===== config.mk =====
export PLATFORM = sky130hd
export DESIGN_NAME = vector_distance_accumulator
export DESIGN_NICKNAME = d
export VERILOG_FILES = /design/src/rtl/core/vda_pkg.sv /design/src/rtl/core/vector_distance_accumulator.sv /design/src/rtl/core/vda_ctrl.sv /design/src/rtl/core/vda_datapath.sv
export SDC_FILE = /design/constraint.sdc
export NUM_CORES = 2
export LEC_CHECK = 0
export ABC_AREA = 1
export BUFFER_PORTS_ARGS = -buffer_cell sky130_fd_sc_hd__buf_2
export CELL_PAD_IN_SITES_DETAIL_PLACEMENT = 2
export CELL_PAD_IN_SITES_GLOBAL_PLACEMENT = 2
export CORE_MARGIN = 3
export CORE_UTILIZATION = 38
export DETAILED_ROUTE_END_ITERATION = 7
export PLACE_DENSITY = 0.87
export SYNTH_ARGS = -nofsm -noshare
export SYNTH_HDL_FRONTEND = slang
export SYNTH_SLANG_ARGS = --single-unit

===== constraint.sdc =====
create_clock -name clk -period 10 [get_ports clk]
set_input_delay 2 -clock clk [delete_from_list [all_inputs] [get_ports clk]]
set_output_delay 2 -clock clk [all_outputs]
set_load 0.005 [all_outputs]

===== src/rtl/core/vda_pkg.sv =====
// Shared types and constants of the vector distance accumulator.
// No dependencies.
package vda_pkg;

	localparam int FRAC_BITS_DEF = 16;
	localparam int DATA_W        = 32;
	localparam int SUM_W         = 64;
	localparam int MET_W         = 3;

	// metric register codes
	localparam logic [MET_W-1:0] MET_EUCLID    = 3'd0;
	localparam logic [MET_W-1:0] MET_MAXIMUM   = 3'd1;
	localparam logic [MET_W-1:0] MET_MANHATTAN = 3'd2;
	localparam logic [MET_W-1:0] MET_CANBERRA  = 3'd3;
	localparam logic [MET_W-1:0] MET_JACCARD   = 3'd4;
	localparam logic [MET_W-1:0] MET_OVERLAP   = 3'd5;

	typedef enum logic [2:0] {
		ST_IDLE,
		ST_PREP,
		ST_CDIV,
		ST_ACC,
		ST_FIN,
		ST_SQRT,
		ST_JDIV,
		ST_EMIT
	} vda_state_t;

	typedef struct packed {
		logic capture;
		logic prep;
		logic cdiv_start;
		logic jdiv_start;
		logic div_step;
		logic sqrt_start;
		logic sqrt_step;
		logic accumulate;
		logic emit;
	} vda_cmd_t;

	typedef struct packed {
		logic need_cdiv;
		logic need_sqrt;
		logic need_jdiv;
		logic is_last;
		logic iter_done;
		logic out_free;
	} vda_status_t;

endpackage


===== src/rtl/core/vector_distance_accumulator.sv =====
// Top level of the vector distance accumulator.
// Depends on vda_pkg, vda_ctrl and vda_datapath.
//
// channel | handshake             | payload
// --------+-----------------------+-----------------------------------
// input   | in_valid / in_stall   | x_value, y_value, last_element
// output  | out_valid / out_stall | distance, saturated
// config  | cfg_valid / cfg_ready | cfg_data (metric)
//
// An element passes the capture, square/prepare and accumulate steps; canberra adds
// a pass through the shared one-bit-per-cycle divider.
// The last element adds the finish and emit steps plus the square root (euclidean)
// or the divider (jaccard with positive denominator).
// The result sits in an output register; new elements are taken while it waits,
// and a following result waits in the emit step until the register is free.
// Reset clears the metric to euclidean and all sums to zero.
module vector_distance_accumulator #(
	parameter int FRAC_BITS = vda_pkg::FRAC_BITS_DEF
) (
	input  logic                               clk,
	input  logic                               arst_n,
	input  logic                               in_valid,
	output logic                               in_stall,
	input  logic signed [vda_pkg::DATA_W-1:0]  x_value,
	input  logic signed [vda_pkg::DATA_W-1:0]  y_value,
	input  logic                               last_element,
	output logic                               out_valid,
	input  logic                               out_stall,
	output logic signed [vda_pkg::DATA_W-1:0]  distance,
	output logic                               saturated,
	input  logic                               cfg_valid,
	output logic                               cfg_ready,
	input  logic [vda_pkg::MET_W-1:0]          cfg_data
);

	vda_pkg::vda_cmd_t    cmd;
	vda_pkg::vda_status_t st;

	// config writes always land at once
	assign cfg_ready = 1'b1;

	vda_ctrl u_ctrl (
		.clk      (clk),
		.arst_n   (arst_n),
		.in_valid (in_valid),
		.in_stall (in_stall),
		.st       (st),
		.cmd      (cmd)
	);

	vda_datapath #(
		.FRAC_BITS (FRAC_BITS)
	) u_dp (
		.clk          (clk),
		.arst_n       (arst_n),
		.cmd          (cmd),
		.st           (st),
		.cfg_we       (cfg_valid && cfg_ready),
		.cfg_data     (cfg_data),
		.x_value      (x_value),
		.y_value      (y_value),
		.last_element (last_element),
		.out_valid    (out_valid),
		.out_stall    (out_stall),
		.distance     (distance),
		.saturated    (saturated)
	);

endmodule


===== src/rtl/core/vda_ctrl.sv =====
// Controller state machine of the vector distance accumulator.
// Depends on vda_pkg; drives the datapath through vda_cmd_t.
module vda_ctrl (
	input  logic                 clk,
	input  logic                 arst_n,
	input  logic                 in_valid,
	output logic                 in_stall,
	input  vda_pkg::vda_status_t st,
	output vda_pkg::vda_cmd_t    cmd
);

	vda_pkg::vda_state_t state_q, state_nxt;

	// state register
	always_ff @(posedge clk or negedge arst_n) begin
		if (!arst_n) begin
			state_q <= vda_pkg::ST_IDLE;
		end else begin
			state_q <= state_nxt;
		end
	end

	// next state and commands
	always_comb begin
		cmd       = '0;
		state_nxt = state_q;
		in_stall  = (state_q != vda_pkg::ST_IDLE);
		unique case (state_q)
			vda_pkg::ST_IDLE: begin
				if (in_valid) begin
					cmd.capture = 1'b1;
					state_nxt   = vda_pkg::ST_PREP;
				end
			end
			vda_pkg::ST_PREP: begin
				cmd.prep = 1'b1;
				if (st.need_cdiv) begin
					cmd.cdiv_start = 1'b1;
					state_nxt      = vda_pkg::ST_CDIV;
				end else begin
					state_nxt = vda_pkg::ST_ACC;
				end
			end
			vda_pkg::ST_CDIV: begin
				if (st.iter_done) begin
					state_nxt = vda_pkg::ST_ACC;
				end else begin
					cmd.div_step = 1'b1;
				end
			end
			vda_pkg::ST_ACC: begin
				cmd.accumulate = 1'b1;
				state_nxt = st.is_last ? vda_pkg::ST_FIN : vda_pkg::ST_IDLE;
			end
			vda_pkg::ST_FIN: begin
				if (st.need_sqrt) begin
					cmd.sqrt_start = 1'b1;
					state_nxt      = vda_pkg::ST_SQRT;
				end else if (st.need_jdiv) begin
					cmd.jdiv_start = 1'b1;
					state_nxt      = vda_pkg::ST_JDIV;
				end else begin
					state_nxt = vda_pkg::ST_EMIT;
				end
			end
			vda_pkg::ST_SQRT: begin
				if (st.iter_done) begin
					state_nxt = vda_pkg::ST_EMIT;
				end else begin
					cmd.sqrt_step = 1'b1;
				end
			end
			vda_pkg::ST_JDIV: begin
				if (st.iter_done) begin
					state_nxt = vda_pkg::ST_EMIT;
				end else begin
					cmd.div_step = 1'b1;
				end
			end
			vda_pkg::ST_EMIT: begin
				if (st.out_free) begin
					cmd.emit  = 1'b1;
					state_nxt = vda_pkg::ST_IDLE;
				end
			end
			default: begin
				state_nxt = vda_pkg::ST_IDLE;
			end
		endcase
	end

endmodule


===== src/rtl/core/vda_datapath.sv =====
// Datapath of the vector distance accumulator: sums, divider, square root, output.
// Depends on vda_pkg; commanded by vda_ctrl.
module vda_datapath #(
	parameter int FRAC_BITS = vda_pkg::FRAC_BITS_DEF
) (
	input  logic                               clk,
	input  logic                               arst_n,
	input  vda_pkg::vda_cmd_t                  cmd,
	output vda_pkg::vda_status_t               st,
	input  logic                               cfg_we,
	input  logic [vda_pkg::MET_W-1:0]          cfg_data,
	input  logic signed [vda_pkg::DATA_W-1:0]  x_value,
	input  logic signed [vda_pkg::DATA_W-1:0]  y_value,
	input  logic                               last_element,
	output logic                               out_valid,
	input  logic                               out_stall,
	output logic signed [vda_pkg::DATA_W-1:0]  distance,
	output logic                               saturated
);

	localparam int DW = vda_pkg::DATA_W;
	localparam int SW = vda_pkg::SUM_W;
	localparam int NW = SW + FRAC_BITS;
	localparam int CW = $clog2(NW + 1);
	localparam int QW = DW - 1;

	logic [vda_pkg::MET_W-1:0] metric_q;
	logic signed [DW-1:0]      x_q, y_q;
	logic                      last_q;
	logic [SW-1:0]             prod_q;
	logic [SW-1:0]             main_q, den_q;
	logic                      ovf_q;
	logic [NW-1:0]             num_q;
	logic [SW:0]               rem_q, dvs_q;
	logic [QW-1:0]             quo_q;
	logic                      qovf_q;
	logic [CW-1:0]             cnt_q;
	logic [SW-1:0]             sv_q, sr_q, sbit_q;
	logic                      out_valid_q;
	logic [DW-1:0]             dist_q;
	logic                      sat_q;

	// element terms
	logic [DW:0]   diff;
	logic [DW-1:0] ad, ax, ay;
	logic [DW:0]   cden;
	logic signed [DW-1:0] mn, mx;

	always_comb begin
		diff = {x_q[DW-1], x_q} - {y_q[DW-1], y_q};
		ad   = diff[DW] ? DW'(-diff) : diff[DW-1:0];
		ax   = x_q[DW-1] ? -x_q : x_q;
		ay   = y_q[DW-1] ? -y_q : y_q;
		cden = {1'b0, ax} + {1'b0, ay};
		mn   = (x_q < y_q) ? x_q : y_q;
		mx   = (x_q < y_q) ? y_q : x_q;
	end

	// saturating sums
	logic [SW:0]   usum;
	logic [SW-1:0] uadd;
	logic [SW-1:0] mn64, mx64, smin, smax;
	logic          smin_ovf, smax_ovf;

	always_comb begin
		unique case (metric_q)
			vda_pkg::MET_EUCLID:    uadd = prod_q;
			vda_pkg::MET_MANHATTAN: uadd = {{(SW-DW){1'b0}}, ad};
			vda_pkg::MET_CANBERRA:  uadd = (cden == '0) ? '0 : {{(SW-QW){1'b0}}, quo_q};
			default:                uadd = '0;
		endcase
		usum     = {1'b0, main_q} + {1'b0, uadd};
		mn64     = {{(SW-DW){mn[DW-1]}}, mn};
		mx64     = {{(SW-DW){mx[DW-1]}}, mx};
		smin     = main_q + mn64;
		smax     = den_q + mx64;
		smin_ovf = (main_q[SW-1] == mn64[SW-1]) && (smin[SW-1] != main_q[SW-1]);
		smax_ovf = (den_q[SW-1] == mx64[SW-1]) && (smax[SW-1] != den_q[SW-1]);
	end

	// jaccard operands
	logic          den_pos;
	logic [SW-1:0] jmag;
	assign den_pos = !den_q[SW-1] && (den_q != '0);
	assign jmag    = main_q[SW-1] ? -main_q : main_q;

	// divider and square root step logic
	logic [SW:0]   rem_sh, rem_sub;
	logic          rem_ge;
	logic [SW-1:0] sq_t;
	assign rem_sh  = {rem_q[SW-1:0], num_q[NW-1]};
	assign rem_sub = rem_sh - dvs_q;
	assign rem_ge  = (rem_sh >= dvs_q);
	assign sq_t    = sr_q + sbit_q;

	// config register
	always_ff @(posedge clk or negedge arst_n) begin
		if (!arst_n) begin
			metric_q <= vda_pkg::MET_EUCLID;
		end else if (cfg_we) begin
			metric_q <= cfg_data;
		end
	end

	// capture item and square the difference
	always_ff @(posedge clk) begin
		if (cmd.capture) begin
			x_q    <= x_value;
			y_q    <= y_value;
			last_q <= last_element;
		end
		if (cmd.prep) begin
			prod_q <= SW'({{(SW-DW){1'b0}}, ad} * {{(SW-DW){1'b0}}, ad});
		end
	end

	// final result selection
	logic [DW-1:0] res;
	logic          res_sat;

	always_comb begin
		res     = '0;
		res_sat = ovf_q;
		unique case (metric_q)
			vda_pkg::MET_EUCLID: begin
				if (sr_q[SW-1:DW-1] != '0) begin
					res     = {1'b0, {(DW-1){1'b1}}};
					res_sat = 1'b1;
				end else begin
					res = sr_q[DW-1:0];
				end
			end
			vda_pkg::MET_MAXIMUM, vda_pkg::MET_MANHATTAN, vda_pkg::MET_CANBERRA: begin
				if (main_q[SW-1:DW-1] != '0) begin
					res     = {1'b0, {(DW-1){1'b1}}};
					res_sat = 1'b1;
				end else begin
					res = main_q[DW-1:0];
				end
			end
			vda_pkg::MET_JACCARD: begin
				if (!den_pos) begin
					res = DW'(64'd1 << FRAC_BITS);
				end else if (qovf_q) begin
					res     = main_q[SW-1] ? {1'b1, {(DW-1){1'b0}}} : {1'b0, {(DW-1){1'b1}}};
					res_sat = 1'b1;
				end else begin
					res = main_q[SW-1] ? -{1'b0, quo_q} : {1'b0, quo_q};
				end
			end
			vda_pkg::MET_OVERLAP: begin
				if (main_q[SW-1:DW-1] != '0 && main_q[SW-1:DW-1] != '1) begin
					res     = main_q[SW-1] ? {1'b1, {(DW-1){1'b0}}} : {1'b0, {(DW-1){1'b1}}};
					res_sat = 1'b1;
				end else begin
					res = main_q[DW-1:0];
				end
			end
			default: begin
				res = '0;
			end
		endcase
	end

	// running sums: accumulate, clear on emit
	always_ff @(posedge clk or negedge arst_n) begin
		if (!arst_n) begin
			main_q <= '0;
			den_q  <= '0;
			ovf_q  <= 1'b0;
		end else if (cmd.emit) begin
			main_q <= '0;
			den_q  <= '0;
			ovf_q  <= 1'b0;
		end else if (cmd.accumulate) begin
			unique case (metric_q)
				vda_pkg::MET_EUCLID, vda_pkg::MET_MANHATTAN, vda_pkg::MET_CANBERRA: begin
					if (usum[SW]) begin
						main_q <= '1;
						ovf_q  <= 1'b1;
					end else begin
						main_q <= usum[SW-1:0];
					end
				end
				vda_pkg::MET_MAXIMUM: begin
					if ({{(SW-DW){1'b0}}, ad} > main_q) begin
						main_q <= {{(SW-DW){1'b0}}, ad};
					end
				end
				vda_pkg::MET_JACCARD, vda_pkg::MET_OVERLAP: begin
					if (smin_ovf) begin
						main_q <= mn64[SW-1] ? {1'b1, {(SW-1){1'b0}}} : {1'b0, {(SW-1){1'b1}}};
						ovf_q  <= 1'b1;
					end else begin
						main_q <= smin;
					end
					if (metric_q == vda_pkg::MET_JACCARD) begin
						if (smax_ovf) begin
							den_q <= mx64[SW-1] ? {1'b1, {(SW-1){1'b0}}} : {1'b0, {(SW-1){1'b1}}};
							ovf_q <= 1'b1;
						end else begin
							den_q <= smax;
						end
					end
				end
				default: begin
					main_q <= main_q;
				end
			endcase
		end
	end

	// iteration counter shared by divider and square root
	always_ff @(posedge clk or negedge arst_n) begin
		if (!arst_n) begin
			cnt_q <= '0;
		end else if (cmd.cdiv_start) begin
			cnt_q <= CW'(DW + FRAC_BITS);
		end else if (cmd.jdiv_start) begin
			cnt_q <= CW'(NW);
		end else if (cmd.sqrt_start) begin
			cnt_q <= CW'(SW / 2);
		end else if (cmd.div_step || cmd.sqrt_step) begin
			cnt_q <= cnt_q - 1'b1;
		end
	end

	// restoring divider, one quotient bit per cycle
	always_ff @(posedge clk) begin
		if (cmd.cdiv_start) begin
			num_q  <= {ad, {(NW-DW){1'b0}}};
			dvs_q  <= {{(SW-DW){1'b0}}, cden};
			rem_q  <= '0;
			quo_q  <= '0;
			qovf_q <= 1'b0;
		end else if (cmd.jdiv_start) begin
			num_q  <= {jmag, {FRAC_BITS{1'b0}}};
			dvs_q  <= {1'b0, den_q};
			rem_q  <= '0;
			quo_q  <= '0;
			qovf_q <= 1'b0;
		end else if (cmd.div_step) begin
			num_q  <= {num_q[NW-2:0], 1'b0};
			rem_q  <= rem_ge ? rem_sub : rem_sh;
			quo_q  <= {quo_q[QW-2:0], rem_ge};
			qovf_q <= qovf_q | quo_q[QW-1];
		end
	end

	// digit-by-digit square root, two radicand bits per cycle
	always_ff @(posedge clk) begin
		if (cmd.sqrt_start) begin
			sv_q   <= main_q;
			sr_q   <= '0;
			sbit_q <= {2'b01, {(SW-2){1'b0}}};
		end else if (cmd.sqrt_step) begin
			if (sv_q >= sq_t) begin
				sv_q <= sv_q - sq_t;
				sr_q <= (sr_q >> 1) + sbit_q;
			end else begin
				sr_q <= sr_q >> 1;
			end
			sbit_q <= sbit_q >> 2;
		end
	end

	// output register
	always_ff @(posedge clk or negedge arst_n) begin
		if (!arst_n) begin
			out_valid_q <= 1'b0;
		end else if (cmd.emit) begin
			out_valid_q <= 1'b1;
		end else if (!out_stall) begin
			out_valid_q <= 1'b0;
		end
	end

	always_ff @(posedge clk) begin
		if (cmd.emit) begin
			dist_q <= res;
			sat_q  <= res_sat;
		end
	end

	assign out_valid = out_valid_q;
	assign distance  = dist_q;
	assign saturated = sat_q;

	// status to controller
	always_comb begin
		st.need_cdiv = (metric_q == vda_pkg::MET_CANBERRA) && (cden != '0);
		st.need_sqrt = (metric_q == vda_pkg::MET_EUCLID);
		st.need_jdiv = (metric_q == vda_pkg::MET_JACCARD) && den_pos;
		st.is_last   = last_q;
		st.iter_done = (cnt_q == '0);
		st.out_free  = !out_valid_q || !out_stall;
	end

endmodule


==> key figures, run 1 <==
CTS
  – CTS Buf Count: just under 90
  – Longest Clk Path Bufs: 3
  – CTS root buf: clkbuf_16
  – CTS Sinks: 688
  – H-tree levels: 3

Status
  – Status: did not finish
  – Halt Reason: [ERROR GRT-0116] Global routing finished with congestion. Check the congestion regions in the DRC Viewer.
  – Exit stage: global routing (5_1_grt)

Global route
  – Vias in the first global route: 142000
  – Largest net degree at the start of global routing: ~170
  – Congestion Overflow GR: 98
  – Total GRT Usage: between 60% and 70%
  – First-pass GRT wire length: 1170000 um

Yosys
  – Synth area leader: fa_1
  – Ys flop type: edfxtp_1
  – #FFs+latches synth: 688
  – Top-count cell post-synth: nand2_1
  – Ys Warns: 0
  – Synth area leaders: fa_1, nand2_1, ha_1
  – Post-synth top cells: nand2_1, inv_1, nor2_1
  – Post-Syn Instances: approximately 14000
  – Post-synthesis cell type count: 67
  – EDFF count, synth: a little under 300
  – Mapped Area: between 90000 and 100000 um^2
  – Area fraction of the dominant cell type after synthesis: between 15 and 20%
  – Ys async rst share: roughly 21%
  – Avg Cell Area, Syn: between 6 and 7 um^2
  – Register area share after synthesis: between 10% and 20%
  – Synth Net Count: roughly 16000

Floorplanning
  – IO Pins: around 110
  – Placement Rows: between 150 and 200
  – Die Wd: between 500 and 600 um
  – Initial Utilization: a little under two fifths
  – Die Ht: about 510 um

Placement
  – Pre-CTS setup slack: -1370 ps
  – Gpl congestion: about 1.0
  – IO buf count: roughly 110
  – Dpl hpwl: roughly 460000 um
  – DP Area: between 100000 and 150000 um^2
  – Dpl cells: 17600
metal layers:
metal / global-route usage [%] / overflow
met2: 83.1 / 59
met3: 45.2 / 2
met1: 63.5 / 3
met5: 24.5 / 0
met4: 58.5 / 34
metrics by stage:
stage | hold slack, ps | TNS, ps | util (%)
after CTS | 496 | -3900 | 44.7
after floorplan | 433 | 0 | -
after detailed placement | 459 | -43400 | 41.6
after global placement | 446 | -1110 | 41.6
what timing repair did:
| action | in CTS |
|---|---|
| pin swaps | 254 |
| buffers inserted | 174 |
| gates cloned | 7 |
| setup endpoints to repair | 102 |
| gates resized for setup | 816 |
| hold buffers | 0 |
logic make-up after synthesis:
logic type,count (synthesis),share of synthesized area [%]
xor gates and xnor gates,560,5.07
buffers and inverters,2993,11.9
and+or+nand+nor,5379,22.8
adders and majority gates,1573,26.6
other,1,0.00387
AOI/OAI and AO/OA,2721,15.7
DFF,688,18.0
==> inputs of run 2 (changes only) <==
--- a/config.mk
+++ b/config.mk
@@ -7,12 +7,10 @@
 export LEC_CHECK = 0
 export ABC_AREA = 1
 export BUFFER_PORTS_ARGS = -buffer_cell sky130_fd_sc_hd__buf_2
-export CELL_PAD_IN_SITES_DETAIL_PLACEMENT = 2
-export CELL_PAD_IN_SITES_GLOBAL_PLACEMENT = 2
 export CORE_MARGIN = 3
-export CORE_UTILIZATION = 38
+export CORE_UTILIZATION = 29
 export DETAILED_ROUTE_END_ITERATION = 7
-export PLACE_DENSITY = 0.87
+export PLACE_DENSITY_LB_ADDON = 0.15
 export SYNTH_ARGS = -nofsm -noshare
 export SYNTH_HDL_FRONTEND = slang
 export SYNTH_SLANG_ARGS = --single-unit
==> key figures, run 2 <==
Floorplanning
  – Die Ht: 584 um (+14%)
  – Die Wd: 584 um (+14%)
  – Core area: between 300000 and 400000 um^2
  – IO Pins: 109 (unchanged)
  – Die ar.: about 340000 um^2
  – Initial Utilization: 29.2% (-9.1 points)
  – Placement Rows: 211 (+15%)

Finish
  – Area Growth Syn to Fin: 17.3%
  – Layout Cells excl Fill: around 19000
  – Layout cells sized above 1: 11.1%
  – Most frequent cells in the layout: nand2_1, inv_1, nor2_1
  – Commonest non-fill, non-tap cell in the layout: nand2_1
  – Final net count: 16300
  – # fillers: roughly 36000

STA
  – Worst slew margin: under 10%
  – Final Hold Viols: 0
  – Clock Skew: 54.2 ps
  – Max frequency: 103 MHz
  – Fin. max-slew vios: 0
  – Final hold slack: about 470 ps
  – Setup TNS: 0 ps
  – Final setup margin: ~250 ps
  – Slew at the pin closest to its max-slew limit: between 1000 and 1500 ps
  – RSZ-0062 raised after global routing: yes
  – Fin crit share: 97.5%
  – Min Tclk post-route: ~9800 ps
  – Setup violators final: 0

Routing
  – Routed Antenna Nets: 0
  – Post-Route WL: between 400000 and 500000 um
  – 1st-iter DRT viols: 7981
  – First-pass DRT Iterations: 8
  – DRC: 0
  – Wirelength per Cell: 23.3 um
  – Via count: 96400
  – Avg Vias per Cell: approximately 5

Global route
  – Antenna violations before repair: 23
  – Vias in the first global route: about 95000
  – Congestion Overflow GR: 0
  – First-pass GRT wire length: roughly 650000 um
  – Largest net degree at the start of global routing: 78
  – Total GRT Usage: between 20 and 30%

Run
  – Maxcap violations: 0

Placement
  – Dpl hpwl: 376000 um (-19%)
  – Pre-CTS setup slack: -613 ps (+758 ps)
  – IO buf count: 107 (unchanged)
  – Gpl congestion: 1.01 (-1.7%)
  – Dpl cells: 18900 (+7.7%)

Yosys
  – Area fraction of the dominant cell type after synthesis: 16.6% (unchanged)
  – Mapped Area: 96800 um^2 (unchanged)
  – EDFF count, synth: 290 (unchanged)
  – Avg Cell Area, Syn: 6.96 um^2 (unchanged)
  – Synth area leaders: fa_1, nand2_1, ha_1
  – Post-synthesis cell type count: 67 (unchanged)
  – Synth Net Count: 15600 (unchanged)
  – Ys Warns: 0 (unchanged)
  – #FFs+latches synth: 688 (unchanged)
  – Post-Syn Instances: 13900 (unchanged)
  – Top-count cell post-synth: nand2_1
  – Ys flop type: edfxtp_1
  – Register area share after synthesis: 18.0% (unchanged)
  – Synth area leader: fa_1
  – Post-synth top cells: nand2_1, inv_1, nor2_1
  – Ys async rst share: 20.8% (unchanged)

Setup path
  – Crit-path most repeated cell: fa_1
  – CP Max Fanout: 5
  – Critical Path AT: 10240 ps
  – Type of the worst setup path: flip-flop to flip-flop
  – Worst setup EP type: flip-flop
  – Largest stage delay, worst path: ~590 ps
  – Critical Path Slowest Stage Cell: fa_1
  – Crit start category: flip-flop
  – Critical Path RT: approximately 10000 ps

Worst hold path
  – Min-Delay Path Class: flip-flop to flip-flop

CTS
  – CTS tree: built
  – CTS Sinks: 688 (unchanged)
  – H-tree levels: 3 (unchanged)
  – CTS root buf: clkbuf_16
  – Clock Latency Late Sink: 780 ps
  – Clk slew on worst S/H paths: approximately 70 ps
  – Longest Clk Path Bufs: 3 (unchanged)
  – CTS Buf Count: 91 (+3.4%)
  – Hold bufs inserted after CTS: 0 (unchanged)

Status
  – Status: complete, no violations
-- run 2: cell counts after synthesis --
Identical to the previous run, type by type.
-- run 2: layout make-up --
class                   count  area, um^2  share of cell area, %
repair buffers           1059        8430                   7.43
diodes                      7        17.5                 0.0154
inverters                2612        9860                   8.68
flip-flops and latches    688       17400                   15.3
clock inverters            47         503                  0.443
well taps                4366        5460                   4.81
clock buffers             124        2520                   2.22
multi-input cells       10200       69400                   61.1
-- run 2: worst max-delay path: cells and delay by family (launching register included) --
family          cells  cell delay [ps]
compound gates      2              230
xor+xnor            1               80
fa+ha+maj          10             4730
buf+inv            10             1220
flops               1              560
simple gates       22             2630
-- run 2: worst paths after layout --
kind	endpoint	slack [ps]	from	depth (start not counted)
worst max-delay path	u_dp.prod_q[63]	250	u_dp.x_q[9]	45
worst min-delay path	u_dp.dvs_q[63]	470	u_dp.dvs_q[63]	2
worst max register to register	u_dp.prod_q[63]	250	u_dp.x_q[9]	45
worst min register to register	u_dp.dvs_q[63]	470	u_dp.dvs_q[63]	2
max in group asynchronous	u_dp.main_q[63]	7480	arst_n	2
min in group asynchronous	u_dp.den_q[16]	1230	arst_n	1
-- run 2: per-layer routing --
metal	wire [um]	global-route usage [%]	part of all wire (%)
met4	14400	6.76	3.2
met5	80	0	0.018
met3	26100	3.28	5.8
met1	203000	35.3	45
met2	203000	41.9	46
-- run 2: timing repair --
item,CTS,global route
pin swaps,5,79
hold endpoints to repair,0,0
buffers inserted,6,35
endpoints found under the setup margin,18,74
gates cloned,0,2
gates resized for setup,41,297
-- run 2: metrics by stage --
stage          util, %  cell area, um^2
5_1_grt           34.3           114000
3_5_place_dp      32.8           109000
2_1_floorplan        -            96800
4_1_cts           33.8           112000
6_report          34.3           114000
3_3_place_gp      32.8           109000
-- run 2: kinds of logic (layout without fill, tap and decap cells) --
kind of cell / after synthesis / in the layout / synth area share, %
buffers and inverters: 2993 / 3842 / 11.9
AOI/OAI and AO/OA: 2721 / 2721 / 15.7
adders and majority gates: 1573 / 1573 / 26.6
xor gates and xnor gates: 560 / 560 / 5.07
other: 1 / 8 / 0.00387
DFF: 688 / 688 / 18.0
and+or+nand+nor: 5379 / 5379 / 22.8
Power of run 2 is left out: the tool's default activity adds up to more than one toggle a clock period on the data nets, which glitch-free logic cannot reach.
